$ cat src/sv/gradient_palette_rgb565_assert.svh
// Assertion macros shared by the gradient palette RTL.
`ifndef GRADIENT_PALETTE_RGB565_ASSERT_SVH
`define GRADIENT_PALETTE_RGB565_ASSERT_SVH

// Same-cycle implication, sampled on clk, off while rst_n is low.
`define GPR_ASSERT_IMPL(lbl, ante, cons, msg) \
  lbl: assert property (@(posedge clk) disable iff (!rst_n) (ante) |-> (cons)) \
    else $error(msg);

// Next-cycle implication, sampled on clk, off while rst_n is low.
`define GPR_ASSERT_NEXT(lbl, ante, cons, msg) \
  lbl: assert property (@(posedge clk) disable iff (!rst_n) (ante) |=> (cons)) \
    else $error(msg);

`endif

$ cat src/sv/gpr_pkg.sv
// Shared constants and types for the gradient palette pipeline.
package gpr_pkg;

  // Field and datapath widths
  localparam int INDEX_W    = 8;
  localparam int COUNT_W    = 3;
  localparam int CHAN_W     = 8;
  localparam int CHAN_NUM   = 3;
  localparam int COLOR_W    = CHAN_W * CHAN_NUM;
  localparam int FRAC_W     = 8;
  localparam int SEG_W      = COUNT_W;
  localparam int POS_W      = INDEX_W + COUNT_W;
  localparam int DIFF_W     = CHAN_W + 1;
  localparam int PROD_W     = 2 * DIFF_W;
  localparam int RGB565_W   = 16;
  localparam int DOUBLED_W  = 2 * RGB565_W;

  // Stop storage and saturation limit
  localparam int STOP_NUM   = 6;
  localparam int MAX_STOPS  = 6;

  // Configuration port
  localparam int CFG_ADDR_W = 5;
  localparam int CFG_DATA_W = 32;
  localparam int REG_IDX_W  = 3;

  // Register map indexes
  localparam logic [REG_IDX_W-1:0] REG_STOP_COUNT = 3'd0;
  localparam logic [REG_IDX_W-1:0] REG_STOP_FIRST = 3'd1;
  localparam logic [REG_IDX_W-1:0] REG_STOP_LAST  = 3'd6;

  // Reset values
  localparam logic [COUNT_W-1:0] COUNT_RESET = 3'd2;
  localparam logic [COLOR_W-1:0] STOP1_RESET = 24'hFFFFFF;

  typedef logic [COLOR_W-1:0] color_t;

  // Live configuration seen by the datapath
  typedef struct packed {
    logic [COUNT_W-1:0]       count;   // effective stop count, 1..MAX_STOPS
    color_t [STOP_NUM-1:0]    stops;
  } cfg_t;

  // Stage 1 result: segment pair and fraction
  typedef struct packed {
    logic [SEG_W-1:0]  seg;
    logic [SEG_W-1:0]  nxt;
    logic [FRAC_W-1:0] frac;
  } seg_t;

  // Stage 2 result: start color and signed channel deltas
  typedef struct packed {
    color_t                        base;
    logic [CHAN_NUM-1:0][DIFF_W-1:0] diff;
    logic [FRAC_W-1:0]             frac;
  } diff_t;

  // Stage 3 result: start color and per-channel offsets mod 256
  typedef struct packed {
    color_t                          base;
    logic [CHAN_NUM-1:0][CHAN_W-1:0] step;
  } step_t;

endpackage

$ cat src/sv/gpr_cfg.sv
// APB register file holding the stop count and the color stops.
module gpr_cfg
  import gpr_pkg::*;
(
  input  logic                  clk,
  input  logic                  rst_n,
  input  logic                  psel,
  input  logic                  penable,
  input  logic                  pwrite,
  input  logic [CFG_ADDR_W-1:0] paddr,
  input  logic [CFG_DATA_W-1:0] pwdata,
  output logic [CFG_DATA_W-1:0] prdata,
  output logic                  pready,
  output cfg_t                  cfg
);

  logic [COUNT_W-1:0]    count_r;
  color_t [STOP_NUM-1:0] stops_r;
  logic [REG_IDX_W-1:0]  reg_idx;
  logic [SEG_W-1:0]      stop_sel;
  logic                  is_stop;
  logic                  wr_en;

  assign pready   = 1'b1;
  assign wr_en    = psel & penable & pwrite;
  assign reg_idx  = paddr[CFG_ADDR_W-1:2];
  assign stop_sel = SEG_W'(reg_idx - REG_STOP_FIRST);
  assign is_stop  = (reg_idx >= REG_STOP_FIRST) && (reg_idx <= REG_STOP_LAST);

  // Register writes; addresses past the map are dropped
  always_ff @(posedge clk) begin
    if (!rst_n) begin
      count_r <= COUNT_RESET;
      // stop 1 starts white, the others black
      for (int i = 0; i < STOP_NUM; i++) begin
        stops_r[i] <= (i == 1) ? STOP1_RESET : '0;
      end
    end else if (wr_en) begin
      if (reg_idx == REG_STOP_COUNT) begin
        count_r <= pwdata[COUNT_W-1:0];
      end else if (is_stop) begin
        stops_r[stop_sel] <= pwdata[COLOR_W-1:0];
      end
    end
  end

  // Readback
  always_comb begin
    prdata = '0;
    if (reg_idx == REG_STOP_COUNT) begin
      prdata = CFG_DATA_W'(count_r);
    end else if (is_stop) begin
      prdata = CFG_DATA_W'(stops_r[stop_sel]);
    end
  end

  // Effective count: zero acts as one stop, large values saturate
  always_comb begin
    cfg.stops = stops_r;
    priority if (count_r == '0) begin
      cfg.count = COUNT_W'(1);
    end else if (count_r > COUNT_W'(MAX_STOPS)) begin
      cfg.count = COUNT_W'(MAX_STOPS);
    end else begin
      cfg.count = count_r;
    end
  end

endmodule

$ cat src/sv/gpr_seg.sv
// Stage 1: scale the index by the stop count into segment and fraction.
module gpr_seg
  import gpr_pkg::*;
(
  input  logic               clk,
  input  logic               rst_n,
  input  logic [COUNT_W-1:0] count,
  input  logic               in_valid,
  input  logic [INDEX_W-1:0] in_palette_index,
  output logic               in_stall,
  output logic               s1_valid_r,
  output seg_t               s1_r,
  input  logic               dn_ready
);

  logic             ready;
  logic [POS_W-1:0] pos;
  logic [SEG_W-1:0] seg_raw;
  logic [SEG_W:0]   nxt_full;
  seg_t             s1_nxt;

  assign ready    = !s1_valid_r || dn_ready;
  assign in_stall = !ready;

  // pos = index * n; top bits pick the segment, low byte is the fraction
  always_comb begin
    pos         = POS_W'(in_palette_index) * POS_W'(count);
    seg_raw     = pos[POS_W-1:FRAC_W];
    s1_nxt.frac = pos[FRAC_W-1:0];
    s1_nxt.seg  = (seg_raw >= count) ? '0 : seg_raw;
    nxt_full    = {1'b0, s1_nxt.seg} + (SEG_W+1)'(1);
    // last segment wraps to stop 0
    s1_nxt.nxt  = (nxt_full >= {1'b0, count}) ? '0 : nxt_full[SEG_W-1:0];
  end

  always_ff @(posedge clk) begin
    if (!rst_n) begin
      s1_valid_r <= 1'b0;
    end else if (ready) begin
      s1_valid_r <= in_valid;
    end
  end

  always_ff @(posedge clk) begin
    if (ready && in_valid) begin
      s1_r <= s1_nxt;
    end
  end

endmodule

$ cat src/sv/gpr_blend.sv
// Stages 2 and 3: fetch the stop pair, form deltas, scale by the fraction.
module gpr_blend
  import gpr_pkg::*;
(
  input  logic                  clk,
  input  logic                  rst_n,
  input  color_t [STOP_NUM-1:0] stops,
  input  logic                  up_valid,
  input  seg_t                  up,
  output logic                  up_ready,
  output logic                  s2_valid_r,
  output logic                  s3_valid_r,
  output step_t                 s3_r,
  input  logic                  dn_ready
);

  logic                s2_ready;
  logic                s3_ready;
  color_t              col_a;
  color_t              col_b;
  diff_t               s2_nxt;
  diff_t               s2_r;
  step_t               s3_nxt;
  logic signed [PROD_W-1:0] prod [CHAN_NUM];

  assign s3_ready = !s3_valid_r || dn_ready;
  assign s2_ready = !s2_valid_r || s3_ready;
  assign up_ready = s2_ready;

  // Stage 2: b - a per channel, 9-bit two's complement
  always_comb begin
    col_a       = stops[up.seg];
    col_b       = stops[up.nxt];
    s2_nxt.base = col_a;
    s2_nxt.frac = up.frac;
    for (int c = 0; c < CHAN_NUM; c++) begin
      s2_nxt.diff[c] = {1'b0, col_b[c*CHAN_W +: CHAN_W]}
                     - {1'b0, col_a[c*CHAN_W +: CHAN_W]};
    end
  end

  // Stage 3: (b - a) * f, arithmetic shift by 8 gives floor; keep low byte
  always_comb begin
    s3_nxt.base = s2_r.base;
    for (int c = 0; c < CHAN_NUM; c++) begin
      prod[c]        = $signed(s2_r.diff[c]) * $signed({1'b0, s2_r.frac});
      s3_nxt.step[c] = prod[c][FRAC_W +: CHAN_W];
    end
  end

  always_ff @(posedge clk) begin
    if (!rst_n) begin
      s2_valid_r <= 1'b0;
      s3_valid_r <= 1'b0;
    end else begin
      if (s2_ready) begin
        s2_valid_r <= up_valid;
      end
      if (s3_ready) begin
        s3_valid_r <= s2_valid_r;
      end
    end
  end

  always_ff @(posedge clk) begin
    if (s2_ready && up_valid) begin
      s2_r <= s2_nxt;
    end
    if (s3_ready && s2_valid_r) begin
      s3_r <= s3_nxt;
    end
  end

endmodule

$ cat src/sv/gpr_pack.sv
// Stage 4: final add, RGB565 packing with byte swap, output register.
module gpr_pack
  import gpr_pkg::*;
(
  input  logic                 clk,
  input  logic                 rst_n,
  input  logic                 up_valid,
  input  step_t                up,
  output logic                 up_ready,
  output logic                 out_valid,
  output logic [RGB565_W-1:0]  out_color_swapped,
  output logic [DOUBLED_W-1:0] out_color_doubled,
  input  logic                 out_stall
);

  logic                            out_valid_r;
  logic [RGB565_W-1:0]             swapped_r;
  logic [RGB565_W-1:0]             swapped_nxt;
  logic [RGB565_W-1:0]             c565;
  logic [CHAN_NUM-1:0][CHAN_W-1:0] chan;

  assign up_ready = !out_valid_r || !out_stall;

  // a + step wraps mod 256; channel 2 is red, 1 green, 0 blue
  always_comb begin
    for (int c = 0; c < CHAN_NUM; c++) begin
      chan[c] = up.base[c*CHAN_W +: CHAN_W] + up.step[c];
    end
    c565        = {chan[2][7:3], chan[1][7:2], chan[0][7:3]};
    swapped_nxt = {c565[7:0], c565[15:8]};
  end

  always_ff @(posedge clk) begin
    if (!rst_n) begin
      out_valid_r <= 1'b0;
    end else if (up_ready) begin
      out_valid_r <= up_valid;
    end
  end

  always_ff @(posedge clk) begin
    if (up_ready && up_valid) begin
      swapped_r <= swapped_nxt;
    end
  end

  assign out_valid         = out_valid_r;
  assign out_color_swapped = swapped_r;
  assign out_color_doubled = {swapped_r, swapped_r};

endmodule

$ cat src/sv/gradient_palette_rgb565.sv
// Top level of the cyclic gradient palette lookup with RGB565 output.
//
//  channel  direction  handshake           payload
//  in_      input      in_valid/in_stall   in_palette_index[7:0]
//  out_     output     out_valid/out_stall out_color_swapped[15:0], out_color_doubled[31:0]
//  config   APB        psel/penable/pready paddr[4:0], pwdata/prdata[31:0]
//
// One index per clock while in_stall is low; four register stages (segment,
// delta, scale, pack) lie between an accepted index and its result. The 9x9
// signed multiply in stage 3 is the deepest path. rst_n is synchronous; it
// empties the pipeline and loads register defaults. A stall fills bubbles
// first; in_stall rises only when all stages are full.
module gradient_palette_rgb565
  import gpr_pkg::*;
(
  input  logic                  clk,
  input  logic                  rst_n,
  input  logic                  in_valid,
  input  logic [INDEX_W-1:0]    in_palette_index,
  output logic                  in_stall,
  output logic                  out_valid,
  output logic [RGB565_W-1:0]   out_color_swapped,
  output logic [DOUBLED_W-1:0]  out_color_doubled,
  input  logic                  out_stall,
  input  logic                  psel,
  input  logic                  penable,
  input  logic                  pwrite,
  input  logic [CFG_ADDR_W-1:0] paddr,
  input  logic [CFG_DATA_W-1:0] pwdata,
  output logic [CFG_DATA_W-1:0] prdata,
  output logic                  pready
);

  `include "gradient_palette_rgb565_assert.svh"

  cfg_t  cfg;
  logic  s1_valid;
  seg_t  s1;
  logic  s2_valid;
  logic  s3_valid;
  step_t s3;
  logic  blend_ready;
  logic  pack_ready;
  logic  pipe_full;
  logic  count_ok;

  // Configuration registers
  gpr_cfg u_cfg (
    .clk     (clk),
    .rst_n   (rst_n),
    .psel    (psel),
    .penable (penable),
    .pwrite  (pwrite),
    .paddr   (paddr),
    .pwdata  (pwdata),
    .prdata  (prdata),
    .pready  (pready),
    .cfg     (cfg)
  );

  // Stage 1
  gpr_seg u_seg (
    .clk              (clk),
    .rst_n            (rst_n),
    .count            (cfg.count),
    .in_valid         (in_valid),
    .in_palette_index (in_palette_index),
    .in_stall         (in_stall),
    .s1_valid_r       (s1_valid),
    .s1_r             (s1),
    .dn_ready         (blend_ready)
  );

  // Stages 2 and 3
  gpr_blend u_blend (
    .clk        (clk),
    .rst_n      (rst_n),
    .stops      (cfg.stops),
    .up_valid   (s1_valid),
    .up         (s1),
    .up_ready   (blend_ready),
    .s2_valid_r (s2_valid),
    .s3_valid_r (s3_valid),
    .s3_r       (s3),
    .dn_ready   (pack_ready)
  );

  // Stage 4 and output register
  gpr_pack u_pack (
    .clk               (clk),
    .rst_n             (rst_n),
    .up_valid          (s3_valid),
    .up                (s3),
    .up_ready          (pack_ready),
    .out_valid         (out_valid),
    .out_color_swapped (out_color_swapped),
    .out_color_doubled (out_color_doubled),
    .out_stall         (out_stall)
  );

  // Checker helpers
  assign pipe_full = s1_valid && s2_valid && s3_valid && out_valid && out_stall;
  assign count_ok  = (cfg.count != '0) && (cfg.count <= COUNT_W'(MAX_STOPS));

  // Input backpressure only with every stage occupied and the output held
  `GPR_ASSERT_IMPL(a_stall_full, in_stall, pipe_full, "in_stall with a bubble in the pipeline")
  // A free output never stalls the input
  `GPR_ASSERT_IMPL(a_no_false_stall, !out_stall, !in_stall, "input stalled while output is free")
  // An accepted transaction lands in stage 1
  `GPR_ASSERT_NEXT(a_accept_lands, in_valid && !in_stall, s1_valid, "transaction lost at stage 1")
  // Effective stop count stays within 1..MAX_STOPS
  `GPR_ASSERT_IMPL(a_count_range, 1'b1, count_ok, "effective stop count out of range")

endmodule

$ cat config.mk
export PLATFORM = sky130hd
export DESIGN_NAME = gradient_palette_rgb565
export DESIGN_NICKNAME = d
export VERILOG_FILES = /design/src/sv/gpr_pkg.sv /design/src/sv/gpr_cfg.sv /design/src/sv/gpr_seg.sv /design/src/sv/gpr_blend.sv /design/src/sv/gpr_pack.sv /design/src/sv/gradient_palette_rgb565.sv
export VERILOG_INCLUDE_DIRS = /design/src /design/src/sv
export SDC_FILE = /design/constraint.sdc
export NUM_CORES = 1
export LEC_CHECK = 0
export ABC_AREA = 1
export BUFFER_PORTS_ARGS = -buffer_cell sky130_fd_sc_hd__buf_2
export CAP_MARGIN = 15
export CORE_MARGIN = 2
export CORE_UTILIZATION = 40
export DETAILED_ROUTE_END_ITERATION = 6
export HOLD_SLACK_MARGIN = 0.12
export SLEW_MARGIN = 5
export SYNTH_ARGS = -nofsm -noshare
export SYNTH_HDL_FRONTEND = slang
export SYNTH_SLANG_ARGS = --single-unit
$ cat constraint.sdc
create_clock -name clk -period 4.94 [get_ports clk]
set_input_delay 0.247 -clock clk [delete_from_list [all_inputs] [get_ports clk]]
set_output_delay 0.247 -clock clk [all_outputs]
set_load 0.02 [all_outputs]
# ---- Word-level counts from Yosys, hierarchy flattened
# Index checks and enable logic that the tools add are counted.
dict set report totals {
  output_inout_bits 83
  in_bits 52
  ff_bits 288
  word_cells 82
}
dict set report op_classes {
  order_cmp 9
  muxes 14
  n_bitwise 3
  add_sub_neg 8
  n_reduce_logical 20
  multipliers 4
}
# cell n
set ops {}
lappend ops {{$bmux 24 s3} 3}
lappend ops {{$bwmux 144} 1}
lappend ops {{$mux 24} 5}
lappend ops {{$demux 24 s3} 1}
lappend ops {{$mul 9x9->16} 3}
lappend ops {{$mux 32} 1}
lappend ops {{$sub 8x8->9} 3}
lappend ops {{$add 8x8->8} 3}
lappend ops {{$lt 3x4->1 const B} 3}
lappend ops {{$mul 8x3->11} 1}
lappend ops {{$mux 3} 3}
lappend ops {{$ge 3x1->1 const B} 2}
lappend ops {{$logic_and 1x1->1} 6}
lappend ops {{$logic_not 1->1} 6}
lappend ops {{$logic_not 3->1} 2}
lappend ops {{$add 3x1->4 const B} 1}
lappend ops {{$ge 4x3->1} 1}
lappend ops {{$logic_or 1x1->1} 4}
lappend ops {{$ge 3x3->1} 1}
lappend ops {{$gt 3x3->1 const B} 1}
lappend ops {{$le 3x3->1 const B} 1}
lappend ops {{$reduce_and 3->1} 1}
lappend ops {{$sub 3x1->3 const B} 1}
lappend ops {{$and 1x1->1} 2}
lappend ops {{other kinds (2)} 2}

# ---- Depth between registers and ports, before layout
# Gate-level depths: netlist (run 1).
dict set report depth {
  ltp_word 8
  depth_mapped 27
  mapped_depth_nobuf 27
}

# ---- By module
# Synthesis (run 1) repeated with hierarchy kept, for this count alone.
dict set report unflattened {
  hier_cells 3663
  hier_area_um2 25672.1
}
# mod cells_each area_each_um2 seq_area_each_um2 n_inst
set by_module_without_submodules {}
lappend by_module_without_submodules {gpr_blend 2001 14928.1 3253.1 1}
lappend by_module_without_submodules {gpr_cfg 1227 7562.3 2942.8 1}
lappend by_module_without_submodules {gpr_pack 258 1779.2 500.5 1}
lappend by_module_without_submodules {gpr_seg 177 1402.6 440.4 1}

# ---- Least setup slack after synthesis (run 1)
# OpenSTA, ideal clock, no wires.
dict set report synth_timing {
  kind {reg2reg}
  start {register u_cfg.count_r[1]}
  end {register u_seg.s1_r[8] (netlist name), data pin}
  setup_slack_ns 0.511
  path_stages_with_launch 27
  t_arrival_ns 4.168
  t_required_ns 4.679
  setup_time_ns 0.261
  period_less_slack_ns 4.429
  path_buffers 1
  path_cell_list {dfxtp_1 > clkbuf_1 > o21ai_1 > nand2_1 > fa_1 > inv_1 > ha_1 > inv_1 > fa_1 > inv_1 > nand3_1 > nand3_1 > nand2_1 > nand2_1 > ha_1 > a21oi_1 > o21ai_0 > nor2_1 > inv_1 > nor2_1 > ha_1 > xor2_1 > inv_1 > ha_1 > a21oi_1 > nand2_1 > nor2_1}
}
# item line
set synth_lines {}
lappend synth_lines {{from (decl)} gpr_cfg.sv:17} ;# logic [COUNT_W-1:0] count_r;
lappend synth_lines {{from (signal assigned)} gpr_cfg.sv:40} ;# count_r <= pwdata[COUNT_W-1:0];
lappend synth_lines {{to (signal assigned)} gpr_seg.sv:46} ;# s1_r <= s1_nxt;
lappend synth_lines {{to (decl)} gpr_seg.sv:12} ;# output seg_t s1_r,

==> out/metrics.cfg, run 1 <==
[worst_setup_path]
required_ns=5.24
crit_path_max_fanout=7
setup.worst_path.end_class=flop
r2r-end=u_blend.s3_r[7]
cp_data_arrival_time_ns=4.89
crit_type=reg2reg
endpoint=u_blend.s3_r[7]
critPathLaunch=u_blend.s2_r[0]
critPathLaunchType=flop
rr_startpoint=u_blend.s2_r[0]
r2r_cells=14
regToRegSetupSlack_ns=0.35

[drt]
wl_per_cell_um=15.2
remaining_drc_errors=0
vias=21100
drt-total-wl_um=63800
drtIter0Drc=1453
firstDrtPassIters=6
vias_per_cell=5.03
antenna_left=0

[logic_synthesis]
synth_area_sq_um=24700
synth_area_leaders=edfxtp_1, fa_1, dfxtp_1
synth.distinct_cells=43
yosysWarnings=0
ys_seq_area_share_pct=28.9
synth_enable_flop_cells=137
synth-seq-cells=288
synthCells=3349
synth_top_area_share_pct=16.7
yosys.cell_count.top_type=nand2_1
async_flop_share_pct=0
yosys.area.top_type=edfxtp_1
syn_avg_cell_area_sq_um=7.37
synth_common_cells=nand2_1, inv_1, o21ai_0
ys.flop_type=dfxtp_1

[place]
gp_congestion=0.865
dp_hpwl_um=46800
io_buffers=115
placedCellCount=4095
dp_slack_ns=0.358
placed_area_sq_um=25700

[power_and_ir_drop]
ir_worst_vdd_uv=295
finalPower_mw=13.1
p_leak_nw=13.9
power_density_nw_per_um2=483

[floorplan]
coreArea_sq_um=61400
rows=91
dieArea_sq_um=63700
die_w_um=252
initial_core_util_pct=40.2
io_pins=135
fp.dieH_um=252

[clock_network]
clock-sinks=288
cts_buffer_depth=3
cts_tree=done
clk_pin_slew_ns=0.06
root_buffer=clkbuf_16
numCtsBuffers=35
clk_latency_ns=0.57
cts.htree.levels=2

[sta]
fin_setup_tns_ns=0
clock_skew_ns=0.0347
hold_slack_ns=0.187
rsz0062_at_grt=false
setup_viol=0
drv_slew=0
worst_slew_pin_slew_ns=1.08
max_freq_mhz=218
setup_ws_ns=0.351
fin_crit_sh_pct=92.9
hold_viol_final=0
period_minus_slack_ns=4.59
max_slew_margin_pct=27.7

[global_route]
grt_pass1_vias=20000
grt_pass1_wl_um=105000
grt_usage_pct=20.4
grt_overflow=0
antenna_found_initial=0
grt_start_max_net_pins=109

[run]
drv_cap=0

[layout]
layout.cells.non_filler=4186
layout.nets=3738
final_util_pct=44.2
diodes=0
design_area_sq_um=27100
drive_gt1_share_pct=7.51
fillers=6234
area_growth_pct=9.84
multi_input_area_sq_um=14200
final-seq-area_sq_um=7140

[hold_path]
min_path_type=in2reg

[run_status]
outcome=finished, final reports clean

[registers in the layout (all words and copies together) (netlist names)]
name	count
u_blend.s2_r	59
u_cfg.count_r	3
u_seg.s1_valid_r	1
u_blend.s2_valid_r	1
u_blend.s3_valid_r	1
u_seg.s1_r	14
u_cfg.cfg	144
u_blend.s3_r	48
u_pack.out_valid	1
u_pack.out_color_swapped	16
[area by class of cell]
cell class / count / area share [%]
timing repair buffer: 202 / 4.90
clock inverter: 17 / 0.701
multi-input combinational: 2228 / 52.4
clock buffer: 46 / 3.53
sequential: 288 / 26.3
inverter: 615 / 8.51
tap: 790 / 3.65
[power breakdown]
part | total (mW) | switching (mW) | leakage (nW) | internal [mW]
registers | 3.19 | 0.168 | 2.51 | 3.02
clock network | 2.58 | 1.08 | 0.564 | 1.49
logic | 7.34 | 4.56 | 10.8 | 2.78
[metal layers]
metal	GRT usage [%]	routed length (um)
met1	28.9	29800
met2	32.8	28900
met3	2.49	3590
met4	5.65	1500
met5	0	0
[placed cells by master, fill, tap and decap left out, drive strengths merged, types with 2 or more instances in the layout]
master,Yosys,routed
o21bai,5,5
nand3,100,100
a32oi,19,19
fa,172,172
xnor2,19,19
a221oi,3,3
clkbuf,117,46
clkinv,1,12
dfxtp,151,151
dlygate4sd3,0,27
conb,2,9
buf,108,175
o21a,7,7
inv,614,617
or2,7,7
o21ai,325,325
o221ai,8,8
nor2,309,309
nor4,4,4
ha,144,144
nor3,102,102
edfxtp,137,137
o31ai,3,3
nand4,12,12
o22ai,14,14
xor2,41,41
a21o,4,4
nand3b,8,8
bufinv,0,2
nand2,655,655
a21oi,226,226
o211ai,29,29
[worst max-delay path, cell delays in order, from the launching register on]
cell and delay (ns):
edfxtp_1 0.61, nand2_1 0.20, inv_1 0.10, fa_1 0.64
fa_1 0.65, inv_1 0.07, fa_1 0.48, inv_1 0.05
fa_1 0.51, ha_1 0.36, nand2_1 0.11, nor4_1 0.29
nand2_1 0.12, nand3_1 0.10, nand2_1 0.05
[how the worst min path moves through the flow]
stage                         from               end  slack, ns  depth (start not counted)
6_report       in_palette_index[1]     u_seg.s1_r[1]       0.19                          4
5_1_grt        in_palette_index[1]     u_seg.s1_r[1]       0.21                          4
4_1_cts        in_palette_index[1]     u_seg.s1_r[1]       0.16                          4
3_5_place_dp      u_blend.s2_r[58]  u_blend.s3_r[47]       0.40                          0
3_3_place_gp      u_blend.s2_r[57]  u_blend.s3_r[46]       0.40                          0
2_1_floorplan             in_valid  u_seg.s1_valid_r       0.37                          2
[cells by family (layout without fill, tap and decap cells)]
group | after synthesis | after routing | synth area share, %
flops | 288 | 288 | 28.9
simple gates | 1199 | 1199 | 19.8
other cells | 2 | 9 | 0.0304
compound gates | 644 | 644 | 14.1
buf+inv | 840 | 880 | 13.8
xor+xnor | 60 | 60 | 2.13
fa+ha+maj | 316 | 316 | 21.2
[what timing repair did]
action | in CTS | in global routing
resized for setup | 0 | 5
hold buffers | 27 | 0
buffers inserted | 0 | 0
setup endpoints to repair | 0 | 3
hold endpoints to repair | 121 | 0
No activity file was read; power rests on OpenSTA's default activity.
==> run 2, diff against run 1 <==
SYNTH_HIERARCHICAL = 1   (was default)
==> out/metrics.cfg, run 2 <==
[layout]
drive_gt1_share_pct=8.13
largest_reg_flops=144
largest_register=u_cfg/cfg
layout_common_cells=nand2_1, inv_1, nor2_1, nand3_1, o21ai_0
design_area_sq_um=28300
final_common_cell=nand2_1
top_regs=u_cfg/cfg (144), u_blend/s2_r (59), u_blend/s3_r (48)
final_util_pct=44.7
diodes=0
layout.nets=4068
area_growth_pct=10.2

[drt]
vias=22400
firstDrtPassIters=5
wl_per_cell_um=15.5
antenna_left=0
remaining_drc_errors=0
vias_per_cell=4.90
drt-total-wl_um=70800
drtIter0Drc=1488

[place]
dp_hpwl_um=49400
placed_area_sq_um=26700
io_buffers=115
gp_congestion=0.854

[hold_path]
min_path_type=in2reg
hp-start=rst_n
hold_end=u_cfg/cfg[47]
whs_path_depth=2

[sta]
setup_viol=0
fin_crit_sh_pct=92.7
hold_slack_ns=0.224
period_minus_slack_ns=4.58
max_freq_mhz=218
max_slew_margin_pct=32.0
clock_skew_ns=0.0211
rsz0062_at_grt=false
drv_slew=0
fin_setup_tns_ns=0
worst_slew_pin_slew_ns=1.02
hold_viol_final=0

[logic_synthesis]
synth_area_leaders=edfxtp_1, fa_1, nand2_1
synth_enable_flop_cells=137
synth_area_sq_um=25700
async_flop_share_pct=0
ys.flop_type=dfxtp_1
synthCells=3663
yosysWarnings=6
syn_avg_cell_area_sq_um=7.01
synth-seq-cells=288
yosys.cell_count.top_type=nand2_1
ys_seq_area_share_pct=27.8
synth_top_area_share_pct=16.0
yosys.area.top_type=edfxtp_1
synth_common_cells=nand2_1, inv_1, nor2_1
synth.distinct_cells=49

[clock_network]
clk_pin_slew_ns=0.06
clock-sinks=288
cts_tree=done
clk_latency_ns=0.59
numCtsBuffers=38
cts.htree.levels=2
root_buffer=clkbuf_16
cts_buffer_depth=3

[worst_setup_path]
required_ns=5.28
rr_startpoint=u_blend/s2_r[5]
crit_path_max_fanout=12
r2r_cells=18
regToRegSetupSlack_ns=0.36
setup.worst_path.end_class=flop
crit_type=reg2reg
r2r-end=u_blend/s3_r[7]
cp_data_arrival_time_ns=4.92
critPathLaunchType=flop

[global_route]
grt_pass1_wl_um=114000
grt_pass1_vias=21300
antenna_found_initial=0
grt_start_max_net_pins=145
grt_usage_pct=21.5
grt_overflow=0

[power_and_ir_drop]
finalPower_mw=13.3
power_density_nw_per_um2=471
p_leak_nw=14.9
ir_worst_vdd_uv=315

[floorplan]
fp.dieH_um=257
die_w_um=257
rows=92
coreArea_sq_um=63300
initial_core_util_pct=40.5
dieArea_sq_um=66200
io_pins=135

[run_status]
outcome=finished, final reports clean

[run]
drv_cap=0

-- run 2: layout make-up --
type | count | area, sq um
Clock inverter | 25 | 269
Clock buffer | 44 | 973
Fill cell | 6564 | 35000
Timing Repair Buffer | 203 | 1370
Multi-Input combinational cell | 2439 | 14700
Tap cell | 846 | 1060
Sequential cell | 288 | 7140
Inverter | 730 | 2740
-- run 2: where the power goes --
part	total (mW)	switching (mW)	leakage [nW]	internal, mW
logic	7.34	4.59	11.8	2.75
clock network	2.83	1.19	0.608	1.64
registers	3.17	0.162	2.51	3.01
-- run 2: what timing repair did --
item / 4_1_cts / 5_1_grt
hold endpoints to repair: 112 / 0
setup endpoints to repair: 0 / 2
resized for setup: 0 / 1
hold buffers: 28 / 0
buffers inserted: 0 / 4
-- run 2: logic make-up after synthesis --
kind of cell               synth area share [%]
xor gates and xnor gates                   1.51
buffers and inverters                      15.0
other                                    0.0293
and+or+nand+nor                            26.3
AOI/OAI and AO/OA                          8.94
adders and majority gates                  20.4
DFF                                        27.8
-- run 2: through the flow --
step,cells,setup slack (ns)
2_1_floorplan,3670,0.535
3_3_place_gp,4474,0.231
3_5_place_dp,4474,0.245
4_1_cts,4571,0.213
5_1_grt,4575,0.0200
6_report,4575,0.359
-- run 2: per-layer routing --
| layer | part of all wire (%) | GRT usage [%] | up-vias |
|---|---|---|---|
| li1 | - | - | 11300 |
| met3 | 5.8 | 2.70 | 130 |
| met2 | 47 | 36.1 | 669 |
| met4 | 3.0 | 7.48 | 0 |
| met5 | 0 | 0 | - |
| met1 | 45 | 28.4 | 10400 |
-- run 2: critical path, stage by stage (launching register included) --
cell and delay (ns):
edfxtp_1 0.61, nand2_1 0.13, inv_1 0.06, fa_1 0.59, inv_1 0.11, fa_1 0.55, inv_1 0.06, fa_1 0.53
inv_1 0.05, fa_1 0.52, inv_1 0.04, ha_1 0.36, nand2_1 0.12, nor4_1 0.27, nand2_1 0.09, nand2_1 0.09
inv_1 0.04, nand2_1 0.05, nand2_1 0.04
-- run 2: worst max-delay path by stage --
stage,depth (start not counted),slack (ns),end,start
3_3_place_gp,16,0.23,u_blend/s3_r[15],u_blend/s2_r[0]
3_5_place_dp,16,0.24,u_blend/s3_r[15],u_blend/s2_r[0]
6_report,18,0.36,u_blend/s3_r[7],u_blend/s2_r[5]
2_1_floorplan,20,0.53,u_blend/s3_r[7],u_blend/s2_r[5]
4_1_cts,16,0.21,u_blend/s3_r[15],u_blend/s2_r[0]
5_1_grt,16,0.02,u_blend/s3_r[15],u_blend/s2_r[25]
